### src/design/spf_pkg.sv
// sensor packet framer package: constants, types, register indexes and crc-8 step
// no dependencies
`timescale 1ns / 1ps

package spf_pkg;

	localparam int FRAME_LEN = 12;
	localparam int CRC_LEN   = 11;
	localparam int IDX_W     = $clog2(FRAME_LEN);

	localparam logic [IDX_W-1:0] LAST_IDX = IDX_W'(FRAME_LEN - 1);
	localparam logic [7:0] CRC_POLY      = 8'h07;
	localparam logic [7:0] CRC_INIT      = 8'h00;
	localparam logic [7:0] RST_VERSION   = 8'd3;
	localparam logic [7:0] RST_SENSOR_ID = 8'd1;
	localparam logic [7:0] RST_XOR_KEY   = 8'h5A;

	typedef enum logic [1:0] {
		REG_VERSION   = 2'd0,
		REG_SENSOR_ID = 2'd1,
		REG_XOR_KEY   = 2'd2
	} cfg_idx_t;

	typedef struct packed {
		logic [7:0] version;
		logic [7:0] sensor_id;
		logic [7:0] xor_key;
	} cfg_t;

	// bytes 0 to 10 of a packet, byte 0 in the low slot
	typedef logic [CRC_LEN-1:0][7:0] frame_t;

	function automatic logic [7:0] crc8_byte(input logic [7:0] crc, input logic [7:0] data);
		logic [7:0] r;
		r = crc ^ data;
		for (int k = 0; k < 8; k++) begin
			r = r[7] ? ((r << 1) ^ CRC_POLY) : (r << 1);
		end
		return r;
	endfunction

endpackage

### src/design/spf_if.sv
// sensor packet framer channel interfaces: sample set input and packet byte output
// no dependencies
`timescale 1ns / 1ps

interface spf_sample_if;
	logic               valid;
	logic               ready;
	logic signed [15:0] temperature;
	logic        [15:0] pressure;
	logic        [15:0] humidity;
	logic        [15:0] fuel_level;
	logic        [6:0]  status;
	logic               obfuscate;

	modport source (output valid, temperature, pressure, humidity, fuel_level, status,
		obfuscate, input ready);
	modport sink (input valid, temperature, pressure, humidity, fuel_level, status,
		obfuscate, output ready);
endinterface

interface spf_byte_if;
	logic       valid;
	logic       ready;
	logic [7:0] packet_byte;
	logic       last_byte;

	modport source (output valid, packet_byte, last_byte, input ready);
	modport sink (input valid, packet_byte, last_byte, output ready);
endinterface

### src/design/sensor_packet_framer_crc8_top.sv
// sensor packet framer top level: config registers, frame build, serializer
// depends on spf_pkg, spf_if, spf_cfg_regs, spf_frame_build, spf_serializer
//
// channel   dir  handshake     payload
// sample    in   valid/ready   temperature, pressure, humidity, fuel_level, status, obfuscate
// pkt       out  valid/ready   packet_byte, last_byte
// cfg       in   cfg_we        cfg_index, cfg_wdata
//
// one sample set gives 12 bytes, one per cycle while pkt.ready is high; the serializer sets the
// pace of the packets, with the crc built one byte per cycle as bytes leave
// on an idle block a sample set is registered in the input register, then in the serializer, before byte 0 is valid
// one further sample set waits in the input register while a packet is being sent
// reset sets version 3, sensor id 1, key 0x5A and drops all valids
// low pkt.ready holds the current byte; the input stalls once the input register is full
`timescale 1ns / 1ps

module sensor_packet_framer_crc8_top (
	input  logic         clk,
	input  logic         arst_n,
	spf_sample_if.sink   sample,
	spf_byte_if.source   pkt,
	input  logic         cfg_we,
	input  logic [1:0]   cfg_index,
	input  logic [7:0]   cfg_wdata
);
	import spf_pkg::*;

	cfg_t   cfg;
	logic   hold_valid;
	frame_t hold_frame;
	logic   take;

	spf_cfg_regs u_cfg (
		.clk       (clk),
		.arst_n    (arst_n),
		.cfg_we    (cfg_we),
		.cfg_index (cfg_index),
		.cfg_wdata (cfg_wdata),
		.cfg       (cfg)
	);

	spf_frame_build u_build (
		.clk        (clk),
		.arst_n     (arst_n),
		.sample     (sample),
		.cfg        (cfg),
		.take       (take),
		.hold_valid (hold_valid),
		.hold_frame (hold_frame)
	);

	spf_serializer u_ser (
		.clk        (clk),
		.arst_n     (arst_n),
		.hold_valid (hold_valid),
		.hold_frame (hold_frame),
		.take       (take),
		.pkt        (pkt)
	);

	// a full input register only accepts when it is being emptied in the same cycle
	a_accept_needs_take: assert property (@(posedge clk) disable iff (!arst_n)
		(sample.valid && sample.ready && hold_valid) |-> take)
		else $error("input accepted over a held sample set");

	// bytes of one packet follow without a gap
	a_packet_continues: assert property (@(posedge clk) disable iff (!arst_n)
		(pkt.valid && pkt.ready && !pkt.last_byte) |=> pkt.valid)
		else $error("packet stopped before its crc byte");

	// the crc byte ends the packet unless another one is waiting
	a_packet_ends: assert property (@(posedge clk) disable iff (!arst_n)
		(pkt.valid && pkt.ready && pkt.last_byte && !hold_valid) |=> !pkt.valid)
		else $error("output valid after the last byte with nothing held");

	// a waiting sample set moves to the serializer when it goes idle
	a_take_on_idle: assert property (@(posedge clk) disable iff (!arst_n)
		(hold_valid && !pkt.valid) |-> take)
		else $error("held sample set not taken by an idle serializer");

endmodule

### src/design/spf_cfg_regs.sv
// configuration registers: version, sensor id and xor key
// depends on spf_pkg
`timescale 1ns / 1ps

module spf_cfg_regs (
	input  logic          clk,
	input  logic          arst_n,
	input  logic          cfg_we,
	input  logic [1:0]    cfg_index,
	input  logic [7:0]    cfg_wdata,
	output spf_pkg::cfg_t cfg
);
	import spf_pkg::*;

	cfg_t cfg_q;

	always_ff @(posedge clk or negedge arst_n) begin
		if (!arst_n) begin
			cfg_q.version   <= RST_VERSION;
			cfg_q.sensor_id <= RST_SENSOR_ID;
			cfg_q.xor_key   <= RST_XOR_KEY;
		end else if (cfg_we) begin
			case (cfg_idx_t'(cfg_index))
				REG_VERSION:   cfg_q.version   <= cfg_wdata;
				REG_SENSOR_ID: cfg_q.sensor_id <= cfg_wdata;
				REG_XOR_KEY:   cfg_q.xor_key   <= cfg_wdata;
				default:       cfg_q           <= cfg_q;
			endcase
		end
	end

	assign cfg = cfg_q;

endmodule

### src/design/spf_frame_build.sv
// packet assembly with optional xor, held in a one-entry input register
// depends on spf_pkg and spf_sample_if
`timescale 1ns / 1ps

module spf_frame_build (
	input  logic            clk,
	input  logic            arst_n,
	spf_sample_if.sink      sample,
	input  spf_pkg::cfg_t   cfg,
	input  logic            take,
	output logic            hold_valid,
	output spf_pkg::frame_t hold_frame
);
	import spf_pkg::*;

	logic       hold_valid_q;
	frame_t     hold_frame_q;
	frame_t     frame_d;
	logic [7:0] key;
	logic       accept;

	always_comb begin
		key         = sample.obfuscate ? cfg.xor_key : 8'h00;
		frame_d[0]  = cfg.version ^ key;
		frame_d[1]  = cfg.sensor_id ^ key;
		frame_d[2]  = sample.temperature[15:8] ^ key;
		frame_d[3]  = sample.temperature[7:0] ^ key;
		frame_d[4]  = sample.pressure[15:8] ^ key;
		frame_d[5]  = sample.pressure[7:0] ^ key;
		frame_d[6]  = sample.humidity[15:8] ^ key;
		frame_d[7]  = sample.humidity[7:0] ^ key;
		frame_d[8]  = sample.fuel_level[15:8] ^ key;
		frame_d[9]  = sample.fuel_level[7:0] ^ key;
		frame_d[10] = {sample.obfuscate, sample.status};
	end

	assign sample.ready = !hold_valid_q || take;
	assign accept       = sample.valid && sample.ready;

	always_ff @(posedge clk or negedge arst_n) begin
		if (!arst_n) begin
			hold_valid_q <= 1'b0;
		end else if (accept) begin
			hold_valid_q <= 1'b1;
		end else if (take) begin
			hold_valid_q <= 1'b0;
		end
	end

	always_ff @(posedge clk) begin
		if (accept) begin
			hold_frame_q <= frame_d;
		end
	end

	assign hold_valid = hold_valid_q;
	assign hold_frame = hold_frame_q;

endmodule

### src/design/spf_serializer.sv
// byte serializer with running crc-8, appends the crc as the last byte
// depends on spf_pkg and spf_byte_if
`timescale 1ns / 1ps

module spf_serializer (
	input  logic            clk,
	input  logic            arst_n,
	input  logic            hold_valid,
	input  spf_pkg::frame_t hold_frame,
	output logic            take,
	spf_byte_if.source      pkt
);
	import spf_pkg::*;

	logic             busy_q;
	logic [IDX_W-1:0] idx_q;
	frame_t           frame_q;
	logic [7:0]       crc_q;
	logic             last;
	logic             fire;

	assign last = (idx_q == LAST_IDX);
	assign fire = busy_q && pkt.ready;
	assign take = hold_valid && (!busy_q || (fire && last));

	always_ff @(posedge clk or negedge arst_n) begin
		if (!arst_n) begin
			busy_q <= 1'b0;
			idx_q  <= '0;
		end else if (take) begin
			busy_q <= 1'b1;
			idx_q  <= '0;
		end else if (fire) begin
			busy_q <= !last;
			idx_q  <= last ? '0 : idx_q + 1'b1;
		end
	end

	always_ff @(posedge clk) begin
		if (take) begin
			frame_q <= hold_frame;
			crc_q   <= CRC_INIT;
		end else if (fire && !last) begin
			frame_q <= {8'h00, frame_q[CRC_LEN-1:1]};
			crc_q   <= crc8_byte(crc_q, frame_q[0]);
		end
	end

	assign pkt.valid       = busy_q;
	assign pkt.packet_byte = last ? crc_q : frame_q[0];
	assign pkt.last_byte   = last;

endmodule
### src/flat_wrapper.sv
// flat-port wrapper written by rule: the top's interface ports become plain ports
module sensor_packet_framer_crc8_top_flat import spf_pkg::*;
  (clk, arst_n, cfg_we, cfg_index, cfg_wdata, sample_valid, sample_temperature, sample_pressure, sample_humidity, sample_fuel_level, sample_status, sample_obfuscate, sample_ready, pkt_valid, pkt_packet_byte, pkt_last_byte, pkt_ready);
  spf_sample_if sample_i ();
  spf_byte_if pkt_i ();
  input  logic clk;
  input  logic arst_n;
  input  logic cfg_we;
  input  logic [1:0] cfg_index;
  input  logic [7:0] cfg_wdata;
  input wire logic [$bits(sample_i.valid)-1:0] sample_valid;
  input wire logic [$bits(sample_i.temperature)-1:0] sample_temperature;
  input wire logic [$bits(sample_i.pressure)-1:0] sample_pressure;
  input wire logic [$bits(sample_i.humidity)-1:0] sample_humidity;
  input wire logic [$bits(sample_i.fuel_level)-1:0] sample_fuel_level;
  input wire logic [$bits(sample_i.status)-1:0] sample_status;
  input wire logic [$bits(sample_i.obfuscate)-1:0] sample_obfuscate;
  output wire logic [$bits(sample_i.ready)-1:0] sample_ready;
  output wire logic [$bits(pkt_i.valid)-1:0] pkt_valid;
  output wire logic [$bits(pkt_i.packet_byte)-1:0] pkt_packet_byte;
  output wire logic [$bits(pkt_i.last_byte)-1:0] pkt_last_byte;
  input wire logic [$bits(pkt_i.ready)-1:0] pkt_ready;
  assign sample_i.valid = sample_valid;
  assign sample_i.temperature = sample_temperature;
  assign sample_i.pressure = sample_pressure;
  assign sample_i.humidity = sample_humidity;
  assign sample_i.fuel_level = sample_fuel_level;
  assign sample_i.status = sample_status;
  assign sample_i.obfuscate = sample_obfuscate;
  assign sample_ready = sample_i.ready;
  assign pkt_valid = pkt_i.valid;
  assign pkt_packet_byte = pkt_i.packet_byte;
  assign pkt_last_byte = pkt_i.last_byte;
  assign pkt_i.ready = pkt_ready;
  sensor_packet_framer_crc8_top u_core (.clk(clk), .arst_n(arst_n), .sample(sample_i), .pkt(pkt_i), .cfg_we(cfg_we), .cfg_index(cfg_index), .cfg_wdata(cfg_wdata));
endmodule
### config.mk
export PLATFORM = sky130hd
export DESIGN_NAME = sensor_packet_framer_crc8_top_flat
export DESIGN_NICKNAME = d
export VERILOG_FILES = /design/src/design/spf_pkg.sv /design/src/design/spf_if.sv /design/src/design/sensor_packet_framer_crc8_top.sv /design/src/design/spf_cfg_regs.sv /design/src/design/spf_frame_build.sv /design/src/design/spf_serializer.sv /design/src/flat_wrapper.sv
export SDC_FILE = /design/constraint.sdc
export NUM_CORES = 1
export LEC_CHECK = 0
export BUFFER_PORTS_ARGS = -buffer_cell sky130_fd_sc_hd__buf_4
export CAP_MARGIN = 20
export CELL_PAD_IN_SITES_DETAIL_PLACEMENT = 1
export CELL_PAD_IN_SITES_GLOBAL_PLACEMENT = 1
export CORE_UTILIZATION = 45
export CTS_CLUSTER_SIZE = 14
export DETAILED_ROUTE_END_ITERATION = 7
export GPL_TIMING_DRIVEN = 0
export HOLD_SLACK_MARGIN = 0.12
export PLACE_DENSITY_LB_ADDON = 0.3
export SYNTH_ARGS = -nofsm -noshare
export SYNTH_HDL_FRONTEND = slang
export SYNTH_HIERARCHICAL = 1
export SYNTH_SLANG_ARGS = --single-unit
export TNS_END_PERCENT = 30
### constraint.sdc
create_clock -name clk -period 10.1 [get_ports clk]
set_clock_uncertainty 0.2 [all_clocks]
set_input_delay 1.01 -clock clk [delete_from_list [all_inputs] [get_ports clk]]
set_output_delay 1.01 -clock clk [all_outputs]
set_load 0.05 [all_outputs]
# After elaboration in Yosys (flattened, before gate mapping)
# Index checks and enable logic that the tools add are counted.
[totals]
reg_bits = 214
inputBits = 87
out_inout_bits = 11
elab_cells = 88
[op_classes]
addsub = 1
eq_ne = 3
mux = 19
bitwise = 19
n_reduce_logical = 17
[op_table]
columns = ["op", "n"]
rows = [
  ["$mux 88", 2],
  ["$xor 8x8->8", 11],
  ["$mux 3", 8],
  ["$not 3->3", 8],
  ["$mux 8", 2],
  ["$mux 4", 3],
  ["$reduce_and 2->1", 3],
  ["$reduce_bool 2->1", 3],
  ["$logic_and 1x1->1", 5],
  ["$add 4x1->4 const B", 1],
  ["$eq 4x4->1 const B", 1],
  ["$mux 1", 4],
  ["$logic_not 1->1", 3],
  ["$eq 2x1->1 const B", 1],
  ["$eq 2x2->1 const B", 1],
  ["$logic_not 2->1", 1],
  ["$logic_or 1x1->1", 2],
]

# Longest topological paths before layout
# Gate-level depths: netlist of the first run.
[depth]
depth_word = 17
mapped_depth = 9
mapped_depth_nobuf = 6

# By module
# The synthesis of the first run kept the hierarchy.
[by_module_without_submodules]
columns = ["module", "n_inst", "cells_per_inst", "area_each_um2", "seq_area_each_um2"]
rows = [
  ["spf_serializer", 1, 278, 4884.7, 2927.8],
  ["spf_frame_build", 1, 181, 3497.1, 2667.6],
  ["spf_cfg_regs", 1, 51, 920.9, 609.3],
]

# Worst setup path before layout of the first run
# No wires, ideal clock.
[synth_timing]
path_type = "input-to-reg"
start = "input port pkt_ready"
end = "register u_core.u_build.hold_frame_q, in the netlist u_core/u_build/hold_frame[0], enable pin"
setup_ps = 456
arrival_ps = 4398
required_time_ps = 9444
slack_ps = 5046
path_stages = 8
path_buffers = 3
cell_sequence = "inv_1 -> o21ai_4 -> and2_4 -> buf_6 -> buf_12 -> buf_8 -> nand2b_1 -> and2_1"
[synth_between]
elab_chain_cells = 6
[synth_lines]
columns = ["item", "line_no", "source"]
rows = [
  ["start: declaration", "flat_wrapper.sv:22", "input wire logic [$bits(pkt_i.ready)-1:0] pkt_ready;"],
  ["$logic_and 1x1->1", "spf_serializer.sv:23", "assign fire = busy_q && pkt.ready;"],
  ["$logic_and 1x1->1", "spf_serializer.sv:24", "assign take = hold_valid && (!busy_q || (fire && last));"],
  ["$logic_or 1x1->1", "spf_serializer.sv:24", ""],
  ["$logic_and 1x1->1", "spf_serializer.sv:24", ""],
  ["via u_core.take", "sensor_packet_framer_crc8_top.sv:31", "logic take;"],
  ["$logic_or 1x1->1", "spf_frame_build.sv:37", "assign sample.ready = !hold_valid_q || take;"],
  ["via sample_ready", "flat_wrapper.sv:18", "output wire logic [$bits(sample_i.ready)-1:0] sample_ready;"],
  ["$logic_and 1x1->1", "spf_frame_build.sv:38", "assign accept = sample.valid && sample.ready;"],
  ["via u_core.u_build.accept", "spf_frame_build.sv:20", "logic accept;"],
  ["end signal: assignment", "spf_frame_build.sv:52", "hold_frame_q <= frame_d;"],
  ["end: declaration", "spf_frame_build.sv:17", "frame_t hold_frame_q;"],
]
# The timed path passes the listed nets, and every way through them passes these cells.
# A chain may end at the register's enable or synchronous reset.

# Worst setup path in the final report of the first run
[layout_timing]
start = "register u_core.u_ser.idx_q[0]"
end = "output port sample_ready"
[layout_between]
elab_chain_cells = 5
[layout_lines]
columns = ["item", "line_no", "source"]
rows = [
  ["start: declaration", "spf_serializer.sv:16", "logic [IDX_W-1:0] idx_q;"],
  ["start signal: assignment", "spf_serializer.sv:35", "idx_q <= last ? '0 : idx_q + 1'b1;"],
  ["$eq 4x4->1", "spf_serializer.sv:22", "assign last = (idx_q == LAST_IDX);"],
  ["$logic_and 1x1->1", "spf_serializer.sv:24", ""],
  ["$logic_or 1x1->1", "spf_serializer.sv:24", ""],
  ["$logic_and 1x1->1", "spf_serializer.sv:24", ""],
  ["via u_core.take", "sensor_packet_framer_crc8_top.sv:31", ""],
  ["$logic_or 1x1->1", "spf_frame_build.sv:37", ""],
  ["end: declaration", "flat_wrapper.sv:18", ""],
]
# The timed path passes the listed nets, and every way through them passes these cells.

==> metrics.log, run 1 <==
INFO  metric status = finished, final reports clean
INFO  metric crit_start = u_core/u_ser/idx_q[0]$_DFFE_PN0P_
INFO  metric maxCapViolations = 0
INFO  metric cts_resized = 0
INFO  metric hpwl = 12600 microns
INFO  metric reg2reg_from = u_core/u_ser/idx_q[0]$_DFFE_PN0P_
INFO  metric crit_path_launch_type = flip-flop
INFO  metric cell_types_with_the_largest_area_share_after_synthesis = sky130_fd_sc_hd__edfxtp_1 (57%), sky130_fd_sc_hd__xnor2_1 (8.7%), sky130_fd_sc_hd__mux2_2 (8.1%)
INFO  metric finalSetupTns = 0 ns
INFO  metric vias_in_the_first_global_route = 5151
INFO  metric timing_worst_setup_path_type = flip-flop to output port
INFO  metric ctsRootBufferMaster = sky130_fd_sc_hd__clkbuf_16
INFO  metric place.port_buffers = 97
INFO  metric postSynthRegisterBits = 214
INFO  metric required = 8.89 ns
INFO  metric achievable_frequency = 259 MHz
INFO  metric synth.net_count = 598
INFO  metric design.die.area = 21300 sq um
INFO  metric routed-via-count = 4600
INFO  metric tightestPinTransition = 0.704 ns
INFO  metric cts-htree-levels = 1
INFO  metric finish.cell_count_without_fillers = 920
INFO  metric die_width = 146 microns
INFO  metric maximum_number_of_pins_on_one_net_before_global_route_repair = 58
INFO  metric antenna_left = 0
INFO  metric core.rowCount = 52
INFO  metric total_power = 0.00233 W
INFO  metric cts_setup_buffers = 0
INFO  metric drt_first_pass_iters = 4
INFO  metric num-fill-cells = 1864
INFO  metric maxSlewViolCount = 0
INFO  metric synthToLayoutAreaGrowth = 19.1%
INFO  metric clk_latency = 0.49 ns
INFO  metric leakage_power = 4.17 nW
INFO  metric grtUsageTotal = 0.183
INFO  metric post-route-period-util = 0.382
INFO  metric antennaDiodeCount = 0
INFO  metric tritoncts = built
INFO  metric placed_cells_incl_taps = 879
INFO  metric drc_errors = 0
INFO  metric slowest_cell_delay_on_critical_path = 0.40 ns
INFO  metric crit_path_top_delay_cell = sky130_fd_sc_hd__dfrtp_1
INFO  metric syn_area_per_cell = 18.2 sq um
INFO  metric critical_path.endpoint = sample_ready
INFO  metric area.sequential = 6200 sq um
INFO  metric hold_violations = 0
INFO  metric cts-buffers-inserted = 23
INFO  metric share_of_post_route_cells_with_drive_strength_above_1 = 0.418
INFO  metric slew_headroom = 0.531
INFO  metric path_max_fanout = 10
INFO  metric grt_antenna_before_repair = 0
INFO  metric cts.sink_count = 214
INFO  metric synth_top_cell_area_share = 0.568
INFO  metric synth_area_leader_cell = sky130_fd_sc_hd__edfxtp_1
INFO  metric share_of_synthesized_area_occupied_by_flip_flops_and_latches = 0.667
INFO  metric num-nets-final = 722
INFO  metric starting_drc_count_in_detailed_routing = 172
INFO  metric mappedNetlistArea = 9300 sq um
INFO  metric global_route_wire_length_before_repair = 29300 microns
INFO  metric placeableCoreArea = 20200 sq um
INFO  metric route.final.wire_length = 18800 microns
INFO  metric crit_path_cell_trace = ha_1 -> nand3b_4 -> o21ai_4 -> and2_4 -> buf_6 -> buf_12 -> buf_8 -> nand2b_1 -> buf_4
INFO  metric synthDistinctLibCells = 42
INFO  metric boundaryPins = 98
INFO  metric detail_route.vias_per_cell = 5.00
INFO  metric multi_input_comb_area = 2910 sq um
INFO  metric remaining_global_route_overflow = 0
INFO  metric report.final.setup_viol = 0
INFO  metric rsz0062_at_grt = false
INFO  metric hold_path.class = primary input to async pin
INFO  metric regToRegSetupSlack = 6.67 ns
INFO  metric dieHeight = 146 microns
INFO  metric initial_core_util = 0.460
INFO  metric cts-root-to-sink-buffers = 3
INFO  metric pwr_density_cell = 210 nW/um^2
INFO  metric worst_r2r_path_depth = 10
INFO  metric r2r-end = u_core/u_build/hold_frame[26]$_DFFE_PP_
INFO  metric wl_per_cell = 20.4 microns
INFO  metric period_minus_slack = 3.86 ns
INFO  metric place.gp.congestion = 0.751
INFO  metric post_cts_hold_buffer_count = 0
INFO  metric timing.critical_path.arrival = 2.65 ns
INFO  metric netlist_instances = 510
INFO  metric yosys_warnings = 6
INFO  metric largest_vdd_supply_drop = 0.0000997 V
INFO  metric critPathCaptureType = output port
INFO  metric clk_transition_reported_paths = 0.06 ns
## worst min path at each step
stage	slack (ns)	end	cells after the start
after floorplan	0.27	u_core/u_ser/crc_q[0]$_SDFFE_PP0P_	2
after global placement	0.28	u_core/u_ser/crc_q[4]$_SDFFE_PP0P_	2
after detailed placement	0.30	u_core/u_ser/crc_q[0]$_SDFFE_PP0P_	2
after CTS	0.23	u_core/u_ser/idx_q[0]$_DFFE_PN0P_	1
after global routing	0.25	u_core/u_ser/idx_q[0]$_DFFE_PN0P_	1
final	0.24	u_core/u_ser/idx_q[2]$_DFFE_PN0P_	1
## placed cells by master (no fill, tap or decap), types with 3 or more instances in the layout
master | synthesis | layout
sky130_fd_sc_hd__dfxtp_1 | 8 | 8
sky130_fd_sc_hd__o211a_1 | 4 | 4
sky130_fd_sc_hd__o22ai_1 | 3 | 3
sky130_fd_sc_hd__mux2_2 | 67 | 67
sky130_fd_sc_hd__buf_4 | 3 | 100
sky130_fd_sc_hd__clkbuf_16 | 0 | 23
sky130_fd_sc_hd__nor2_1 | 6 | 6
sky130_fd_sc_hd__dfrtp_1 | 23 | 23
sky130_fd_sc_hd__xor3_1 | 3 | 3
sky130_fd_sc_hd__clkinv_1 | 0 | 6
sky130_fd_sc_hd__nand2_1 | 8 | 8
sky130_fd_sc_hd__edfxtp_1 | 176 | 176
sky130_fd_sc_hd__nand2_4 | 8 | 8
sky130_fd_sc_hd__inv_1 | 4 | 4
sky130_fd_sc_hd__a21oi_1 | 4 | 4
sky130_fd_sc_hd__and3_1 | 9 | 9
sky130_fd_sc_hd__nand2b_1 | 3 | 3
sky130_fd_sc_hd__mux2_4 | 45 | 45
sky130_fd_sc_hd__xnor2_1 | 92 | 92
sky130_fd_sc_hd__buf_12 | 6 | 6
sky130_fd_sc_hd__clkbuf_1 | 3 | 13
sky130_fd_sc_hd__o21ai_0 | 3 | 3
sky130_fd_sc_hd__dfstp_2 | 7 | 7
## state kept, by name (all words and copies together) (netlist names)
register / flops
u_core/u_ser/idx_q: 4
u_core/u_ser/frame_q: 88
u_core/u_ser/pkt.valid: 1
u_core/u_build/hold_valid: 1
u_core/u_ser/crc_q: 8
u_core/u_cfg/cfg: 24
u_core/u_build/hold_frame: 88
## per-layer routing
metal | global-route usage | up-vias | share of wire
li1 | - | 2135 | -
met1 | 0.242 | 2340 | 0.44
met2 | 0.315 | 97 | 0.50
met3 | 0.0270 | 28 | 0.039
met4 | 0.0511 | 0 | 0.018
met5 | 0 | - | 0
## power by group
group          switching, W  internal, W  total, W  leakage [nW]
Clock              0.000319     0.000419  0.000738         0.312
Combinational      0.000209     0.000250  0.000459          1.79
Sequential        0.0000586      0.00107   0.00113          2.07
Total              0.000586      0.00174   0.00233          4.17
## metrics by stage
stage                     worst slack (ns)   util  hold slack, ns  cell area [sq um]
after floorplan                       5.05      -           0.269               9300
after global placement                3.97  0.512           0.280              10400
after detailed placement              6.24  0.516           0.297              10400
after CTS                             6.20  0.547           0.230              11100
after global routing                  6.07  0.547           0.251              11100
final                                 6.24  0.547           0.240              11100
## cells by family after synthesis
logic type / count (synthesis) / share of synthesized area
flops: 214 / 0.667
mux: 113 / 0.155
xor+xnor: 101 / 0.107
simple gates: 43 / 0.0334
compound gates: 20 / 0.0160
buf+inv: 18 / 0.0210
fa+ha+maj: 1 / 0.00134
## critical path, delay by kind of cell (launching register included)
family | cells | cell delay, ns
AOI/OAI and AO/OA | 1 | 0.30
adders and majority gates | 1 | 0.25
buffers and inverters | 4 | 0.66
DFF | 1 | 0.40
and+or+nand+nor | 3 | 0.53
## synthesized netlist by cell type (all sizes together)
library cell / number
nand3: 2
dfxtp: 8
nor3b: 1
inv: 4
dfstp: 7
xor3: 3
o31ai: 1
dfrtp: 23
mux2i: 1
nand3b: 3
and2: 2
xor2: 2
xnor2: 93
ha: 1
or3: 1
xnor3: 3
a21oi: 4
nor2: 6
a21boi: 1
o211a: 4
and3: 9
nand2: 16
o21ai: 5
nand2b: 3
a22o: 1
o22ai: 3
mux2: 112
edfxtp: 176
o21ba: 1
clkbuf: 3
buf: 11
## area by class of cell
cell class              count  area share
flip-flops and latches    214       0.560
multi-input cells         278       0.263
inverters                   4     0.00136
repair buffers             99      0.0707
well taps                 270      0.0305
clock buffers              33      0.0553
clock inverters             8     0.00294
plain buffers              14      0.0163
Note: power is estimated with default switching activity, not from simulation.
==> run 2: changes to the inputs <==
Clock period 10.1 ns to 3.4 ns, I/O delays scaled along.
==> run 2 against run 1 <==
Effect of this change: non-clock buffer count grew 89; routed wire length grew 12%; register-to-register slack lost 6.4 ns; power grew to 3.0 times the previous value; sequential cell count is the same; first-iteration DRC count grew 42%; combinational power grew to 3.2 times the previous value; global-route usage grew 2.0 points; hold slack lost 0.045 ns; critical endpoint unchanged; largest power group unchanged.
==> metrics.log, run 2 (synthesis gave the netlist of run 1 again) <==
INFO  metric leakage_power = 4.57 nW (+9.7%)
INFO  metric final_area = 12000 sq um (+8.4%)
INFO  metric report.final.setup_viol = 0 (unchanged)
INFO  metric cts.sink_count = 214 (unchanged)
INFO  metric seqPwrFrac = 0.474 (-0.011)
INFO  metric place.port_buffers = 97 (unchanged)
INFO  metric boundaryPins = 98 (unchanged)
INFO  metric dpl-instance-area = 10400 sq um (unchanged)
INFO  metric maxSlewViolCount = 0 (unchanged)
INFO  metric core.rowCount = 52 (unchanged)
INFO  metric post-route-period-util = 0.976
INFO  metric cts-htree-levels = 1 (unchanged)
INFO  metric wl_per_cell = 20.9 microns (+2.2%)
INFO  metric placeableCoreArea = 20200 sq um (unchanged)
INFO  metric hpwl = 12800 microns (+1.7%)
INFO  metric critPathCaptureType = output port
INFO  metric cts-buffers-inserted = 22 (-4.3%)
INFO  metric remaining_global_route_overflow = 0 (unchanged)
INFO  metric p_int = 0.00530 W (+200%)
INFO  metric tritoncts = built
INFO  metric clk_transition_reported_paths = 0.06 ns (about the same)
INFO  metric drc_errors = 0 (unchanged)
INFO  metric hold_path.class = primary input to async pin
INFO  metric maximum_number_of_pins_on_one_net_before_global_route_repair = 61 (+5.2%)
INFO  metric status = finished, final reports clean
INFO  metric grtUsageTotal = 0.203 (+0.0203)
INFO  metric detail_route.vias_per_cell = 4.94 (-1.2%)
INFO  metric starting_drc_count_in_detailed_routing = 245 (+42%)
INFO  metric maxCapViolations = 0 (unchanged)
INFO  metric achievable_frequency = 301 MHz
INFO  metric ctsRootBufferMaster = sky130_fd_sc_hd__clkbuf_16
INFO  metric final.setup.worst_slack = 0.0830 ns (-6.16 ns)
INFO  metric vias_in_the_first_global_route = 5564 (+8.0%)
INFO  metric place.gp.congestion = 0.754 (+0.37%)
INFO  metric timing_worst_setup_path_type = flip-flop to output port
INFO  metric cts_resized = 0 (unchanged)
INFO  metric layout_commonest_cell = sky130_fd_sc_hd__edfxtp_1
INFO  metric slew_headroom = 0.573 (+0.0425)
INFO  metric rsz0062_at_grt = true
INFO  metric power_frac_clock = 0.321 (+0.004)
INFO  metric route.final.wire_length = 21100 microns (+12%)
INFO  metric die_width = 146 microns (unchanged)
INFO  metric power.share.switching = 0.252 (+0.000444)
INFO  metric largest_vdd_supply_drop = 0.000331 V (+230%)
INFO  metric pwr-share-comb = 0.205 (+0.008)
INFO  metric num-nets-final = 811 (+12%)
INFO  metric crit_path_launch_type = flip-flop
INFO  metric clk_latency = 0.50 ns (about the same)
INFO  metric required = 2.86 ns (-6.03 ns)
INFO  metric antennaDiodeCount = 0 (unchanged)
INFO  metric routed-via-count = 4983 (+8.3%)
INFO  metric preCtsSetupSlack = 0.0688 ns (-6.17 ns)
INFO  metric most-common-layout-cells = sky130_fd_sc_hd__edfxtp_1 (176), sky130_fd_sc_hd__buf_4 (101), sky130_fd_sc_hd__xnor2_1 (92), sky130_fd_sc_hd__dlygate4sd3_1 (87), sky130_fd_sc_hd__mux2_2 (67)
INFO  metric share_of_post_route_cells_with_drive_strength_above_1 = 0.382 (-0.0369)
INFO  metric hold_violations = 0 (unchanged)
INFO  metric finalSetupTns = 0 ns (unchanged)
INFO  metric grt_antenna_before_repair = 1 (+1)
INFO  metric timing.critical_path.arrival = 2.78 ns (+0.13 ns)
INFO  metric dieHeight = 146 microns (unchanged)
INFO  metric synthToLayoutAreaGrowth = 29.1%
INFO  metric power_switching = 0.00179 W (+210%)
INFO  metric path_max_fanout = 10 (unchanged)
INFO  metric antenna_left = 0 (unchanged)
INFO  metric pwr_density_cell = 590 nW/um^2 (+180%)
INFO  metric tightestPinTransition = 0.640 ns (-0.0637 ns)
INFO  metric global_route_wire_length_before_repair = 32400 microns (+11%)
INFO  metric initial_core_util = 0.460 (unchanged)
INFO  metric cts-root-to-sink-buffers = 3 (unchanged)
INFO  metric design.die.area = 21300 sq um (unchanged)
INFO  metric period_minus_slack = 3.32 ns
INFO  metric drt_first_pass_iters = 4 (unchanged)
-- run 2: routing by layer --
layer  GRT usage  wire, microns  share of wire
met2       0.372          11200           0.53
met3      0.0229            626          0.030
met1       0.251           8770           0.42
met5           0              0              0
met4      0.0632            499          0.024
-- run 2: layout make-up --
class | count | area [sq um]
Clock buffer | 26 | 587
Tap cell | 270 | 338
Timing Repair Buffer | 188 | 1680
Multi-Input combinational cell | 279 | 2920
Fill cell | 1799 | 8220
Clock inverter | 14 | 91.3
Inverter | 4 | 15.0
Buffer | 14 | 180
Sequential cell | 214 | 6200
-- run 2: worst paths after layout --
check                      slack [ns]                                 endpoint                          startpoint  depth (start not counted)
max in group asynchronous        1.92         u_core/u_cfg/cfg[14]$_DFFE_PN0P_                              arst_n                          4
hold / removal                   0.19          u_core/u_cfg/cfg[1]$_DFFE_PN1P_                              arst_n                          2
setup reg to reg                 0.28  u_core/u_build/hold_frame[41]$_DFFE_PP_   u_core/u_ser/idx_q[0]$_DFFE_PN0P_                         10
hold reg to reg                  0.30       u_core/u_ser/crc_q[0]$_SDFFE_PP0P_  u_core/u_ser/crc_q[0]$_SDFFE_PP0P_                          2
min in group clk                 0.22         u_core/u_cfg/cfg[23]$_DFFE_PN0P_                              cfg_we                          3
setup / recovery                 0.08                             sample_ready   u_core/u_ser/idx_q[0]$_DFFE_PN0P_                          9
-- run 2: critical path, stage by stage (launching register included) --
cell and delay, ns:
sky130_fd_sc_hd__dfrtp_1 0.39, sky130_fd_sc_hd__ha_1 0.23, sky130_fd_sc_hd__nand3b_4 0.13, sky130_fd_sc_hd__o21ai_4 0.31
sky130_fd_sc_hd__and2_4 0.22, sky130_fd_sc_hd__buf_6 0.11, sky130_fd_sc_hd__buf_12 0.15, sky130_fd_sc_hd__buf_8 0.18
sky130_fd_sc_hd__nand2b_1 0.28, sky130_fd_sc_hd__buf_4 0.26
-- run 2: what timing repair did --
item | CTS | global route
hold endpoints to repair | 129 | 0
buffers inserted | 0 | 1
hold buffers | 87 | 0
endpoints found under the setup margin | 0 | 60
-- run 2: per-stage QoR --
step	power [W]	utilization	hold slack, ns	instances
3_5_place_dp	0.00477	0.516	0.101	879
6_report	0.00709	0.594	0.195	1009
4_1_cts	0.00713	0.592	0.193	1006
3_3_place_gp	0.00467	0.513	0.0858	877
2_1_floorplan	0.00438	-	-0.156	510
5_1_grt	0.00736	0.594	0.213	1009
-- run 2: power groups by stage --
stage / sequential (W) / clock (W) / combinational, W
floorplan: 0.00335 / 0 / 0.00102
global placement: 0.00338 / 0 / 0.00128
detailed placement: 0.00341 / 0 / 0.00136
CTS: 0.00336 / 0.00232 / 0.00145
global route: 0.00339 / 0.00241 / 0.00156
finish: 0.00336 / 0.00228 / 0.00145
